`src/hdl/itk_pkg.sv`:
```
`timescale 1ns / 1ps

package itk_pkg;

    // Field widths fixed by the interface
    localparam int SCORE_W = 32;
    localparam int CLASS_W = 10;
    localparam int TOPK_W  = 11;

    // Default row capacity
    localparam int MAX_CLASSES_DEF = 1024;

    // Configuration port
    localparam int APB_AW   = 3;
    localparam int APB_DW   = 32;
    localparam int REG_IDX_W = APB_AW - 2;

    localparam logic [REG_IDX_W-1:0] REG_TOP_K   = 1'd0;
    localparam logic [TOPK_W-1:0]    TOP_K_RESET = 11'd1;

    // Controller to datapath commands
    typedef struct packed {
        logic accept;   // store the beat's score
        logic tgt_rd;   // read the true-class entry
        logic latch;    // capture the target, issue first row read
        logic scan;     // compare one entry, issue the next read
    } itk_cmd_t;

    // Datapath to controller status
    typedef struct packed {
        logic oor;        // true class lies outside the row
        logic scan_done;  // walk finishes this cycle
    } itk_stat_t;

endpackage

```
`src/hdl/itk_ctrl.sv`:
```
`timescale 1ns / 1ps

module itk_ctrl
    import itk_pkg::*;
(
    input  logic      clk,
    input  logic      rst_n,
    input  logic      start,
    input  logic      last_in_row,
    input  itk_stat_t stat,
    output itk_cmd_t  cmd,
    output logic      busy
);

    typedef enum logic [3:0] {
        ST_LOAD  = 4'b0001,
        ST_TGT   = 4'b0010,
        ST_LATCH = 4'b0100,
        ST_SCAN  = 4'b1000
    } state_t;

    state_t state_reg;
    state_t state_next;

    // Decode commands from the current state
    always_comb
    begin
        cmd.accept = (state_reg == ST_LOAD) && start;
        cmd.tgt_rd = (state_reg == ST_TGT);
        cmd.latch  = (state_reg == ST_LATCH);
        cmd.scan   = (state_reg == ST_SCAN);
    end

    assign busy = (state_reg != ST_LOAD);

    // Advance through load, target fetch and walk
    always_comb
    begin
        state_next = state_reg;
        unique case (state_reg)
            ST_LOAD:
            begin
                if (start && last_in_row && !stat.oor)
                begin
                    state_next = ST_TGT;
                end
            end
            ST_TGT:
            begin
                state_next = ST_LATCH;
            end
            ST_LATCH:
            begin
                state_next = ST_SCAN;
            end
            ST_SCAN:
            begin
                if (stat.scan_done)
                begin
                    state_next = ST_LOAD;
                end
            end
            default:
            begin
                state_next = ST_LOAD;
            end
        endcase
    end

    always_ff @(posedge clk or negedge rst_n)
    begin
        if (!rst_n)
        begin
            state_reg <= ST_LOAD;
        end
        else
        begin
            state_reg <= state_next;
        end
    end

endmodule

```
`config.mk`:
```
export PLATFORM = sky130hd
export DESIGN_NAME = itk_ctrl
export DESIGN_NICKNAME = d
export VERILOG_FILES = /design/src/hdl/itk_pkg.sv /design/src/hdl/itk_ctrl.sv
export SDC_FILE = /design/constraint.sdc
export NUM_CORES = 1
export LEC_CHECK = 0
export ABC_AREA = 1
export BUFFER_PORTS_ARGS = -buffer_cell sky130_fd_sc_hd__buf_2
export CAP_MARGIN = 20
export CORE_AREA = 2 2 39 41
export DETAILED_ROUTE_END_ITERATION = 10
export DIE_AREA = 0 0 41 43
export PLACE_DENSITY = 0.38
export SETUP_SLACK_MARGIN = 0.2
export SLEW_MARGIN = 20
export SYNTH_ARGS = -nofsm -noshare
export SYNTH_HDL_FRONTEND = slang
export SYNTH_SLANG_ARGS = --single-unit
```
`constraint.sdc`:
```
create_clock -name clk -period 1 [get_ports clk]
set_input_delay 0.2 -clock clk [delete_from_list [all_inputs] [get_ports clk]]
set_output_delay 0.2 -clock clk [all_outputs]
set_load 0.005 [all_outputs]
```
==> metrics.csv <==
metric;value;unit
# diodes;0;
Post-Place Setup Slack;-0.1291;ns
fmax;743.1;MHz
final cell count without fillers;72;
crit-path max FO;4;
nets;63;
failing checks;setup timing;
Fin. Hold Viols;0;
CTS tree;built;
Placed Area;331.6;sq um
First-pass DRT Iterations;4;
clk_skew;0.006661;ns
FP Rows;14;
fin crit period;1.346;ns
clock buffer count from CTS;3;
Final Cell Area;420.4;sq um
Required @ worst endpoint;0.80;ns
vias in the first global route;265;
worst setup margin;-0.3458;ns
Post-Syn Instances;35;
kind of start point of the critical path;flip-flop;
kind of critical path;flip-flop to primary output;
TNS Setup;-2.181;ns
largest net degree at the start of global routing;5;
initial antenna violation count;0;
Cell variety after synth;14;
register area share after synthesis;0.4241;
clk sinks;4;
final wirelength;556;um
Worst-Margin Slew;0.2105;ns
core area;1384;sq um
drc violations;0;
# Max-Cap Violations;0;
Area Overhead vs Synth;75.92;%
RSZ-0062 raised after global routing;true;
CTS H-tree depth;1;
Peak VDD IR;0.7304;mV
final antenna-violating net count;0;
initial drt markers;1;
Mapped Nets;41;
final setup vio count;8;
Mean Syn Cell Area;6.828;sq um
Slew headroom;0.8583;
Initial Utilization;0.1727;
Detailed Place HPWL;411.1;um
total global routing overflow;0;
outcome;finished, violations left;
clock-pin slew on the worst setup and hold paths;0.04;ns
power density over the cells;1937;nW/um^2
synthesized flop and latch total;4;
Clk Latency, worst-skew pair;0.24;ns
I/O pin cnt;11;
chip height;43;um
Clock Root Buffer;clkbuf_4;
Die X-Extent;41;um
share of cells above drive strength 1;0.5893;
Worst EP arrival;1.15;ns
PortBufs;10;
clk buf depth;2;
Leak Pwr;0.2543;nW
Largest register FFs;4;
vias;262;
Routability Congestion;0.6257;
detail-routed net length per standard cell;7.722;um
final cycle utilization of the critical path;1.346;
Synth Warn #;0;
fill cell count;160;
vias per cell;3.639;
Hold WC Path Type;input pin to flip-flop;
placed cells;63;
gr usage total;0.08963;
synthesized area;239.0;sq um
Max Transition Viols Final;0;
first-pass GRT wire length;1014;um
die area;1763;sq um
type of destination of the critical path;primary output;
==> routing by layer <==
layer	share of wire	routed length, um	track usage	up-vias
li1	-	-	-	142
met5	0	0	0	-
met3	0.059	33	0.03141	0
met4	0	0	0.08000	0
met2	0.50	279	0.1094	8
met1	0.44	244	0.1169	112
==> critical path, cell delays in order (launching register included) <==
cell     delay (ns)
dfstp_2        0.55
inv_2          0.04
nor2_2         0.08
nand2_2        0.07
nor2_2         0.07
buf_2          0.11
==> cell usage in the layout (no fill, tap or decap) <==
cell	n
nor4_1	1
nand3_2	1
buf_4	4
nand3_1	1
dfrtp_1	2
nand2_2	2
o21ai_1	1
buf_6	3
inv_2	3
nand4_1	1
buf_2	10
dfstp_2	1
inv_1	7
nand2_1	4
nor2_1	4
nor2_4	1
clkinv_2	1
clkbuf_1	1
clkbuf_4	3
dlygate4sd3_1	1
nor2_2	3
dfrtp_2	1
==> repair_timing <==
item,4_1_cts,5_1_grt
setup buffers,2,2
hold endpoints to repair,4,0
setup endpoints to repair,9,9
pin swaps,0,1
gates resized for setup,2,7
hold buffers,1,0
==> cells by family after synthesis <==
| family | after synthesis | synth area share |
|---|---|---|
| AOI/OAI and AO/OA | 1 | 0.02092 |
| DFF | 4 | 0.4241 |
| and+or+nand+nor | 18 | 0.3456 |
| buffers and inverters | 12 | 0.2094 |
==> path summary, 6_finish.rpt <==
check                      depth (start not counted)  slack (ns)      endpoint         start
setup / recovery                                   5       -0.35        cmd[3]  state_reg[0]
hold / removal                                     3        0.20  state_reg[0]       stat[1]
setup reg to reg                                   9       -0.31  state_reg[1]  state_reg[0]
hold reg to reg                                    4        0.69  state_reg[3]  state_reg[3]
max in group asynchronous                          2        0.49  state_reg[0]         rst_n
min in group asynchronous                          2        0.30  state_reg[2]         rst_n
==> where the power goes <==
group,internal [mW],total (mW),switching (mW)
clock network,0.150,0.221,0.0714
logic,0.207,0.363,0.157
registers,0.201,0.229,0.0283
==> layout make-up <==
| cell class | count | area, sq um | area share |
|---|---|---|---|
| well taps | 16 | 20.02 | 0.04762 |
| repair buffers | 18 | 123.9 | 0.2946 |
| flip-flops and latches | 4 | 102.6 | 0.2440 |
| multi-input cells | 19 | 105.1 | 0.2500 |
| clock buffers | 4 | 26.28 | 0.06250 |
| inverters | 11 | 42.54 | 0.1012 |
==> synth_stat cells, drive strengths merged <==
cell type	number	area share
nand4	1	0.026
dfrtp	3	0.31
buf	1	0.031
inv	10	0.16
nand2	6	0.10
o21ai	1	0.021
nor4	1	0.026
clkinv	1	0.021
nand3	2	0.042
nor2	8	0.15
dfstp	1	0.11
==> stage by stage <==
stage	hold WS, ns	power, mW	utilization
global placement	0.009884	0.4683	0.2396
detailed placement	0.007479	0.4688	0.2396
floorplan	-0.09559	0.3682	-
finish	0.2047	0.8143	0.3038
CTS	0.1982	0.7429	0.2794
global route	0.2103	0.8912	0.3038
(Power assumes the default switching activity.)
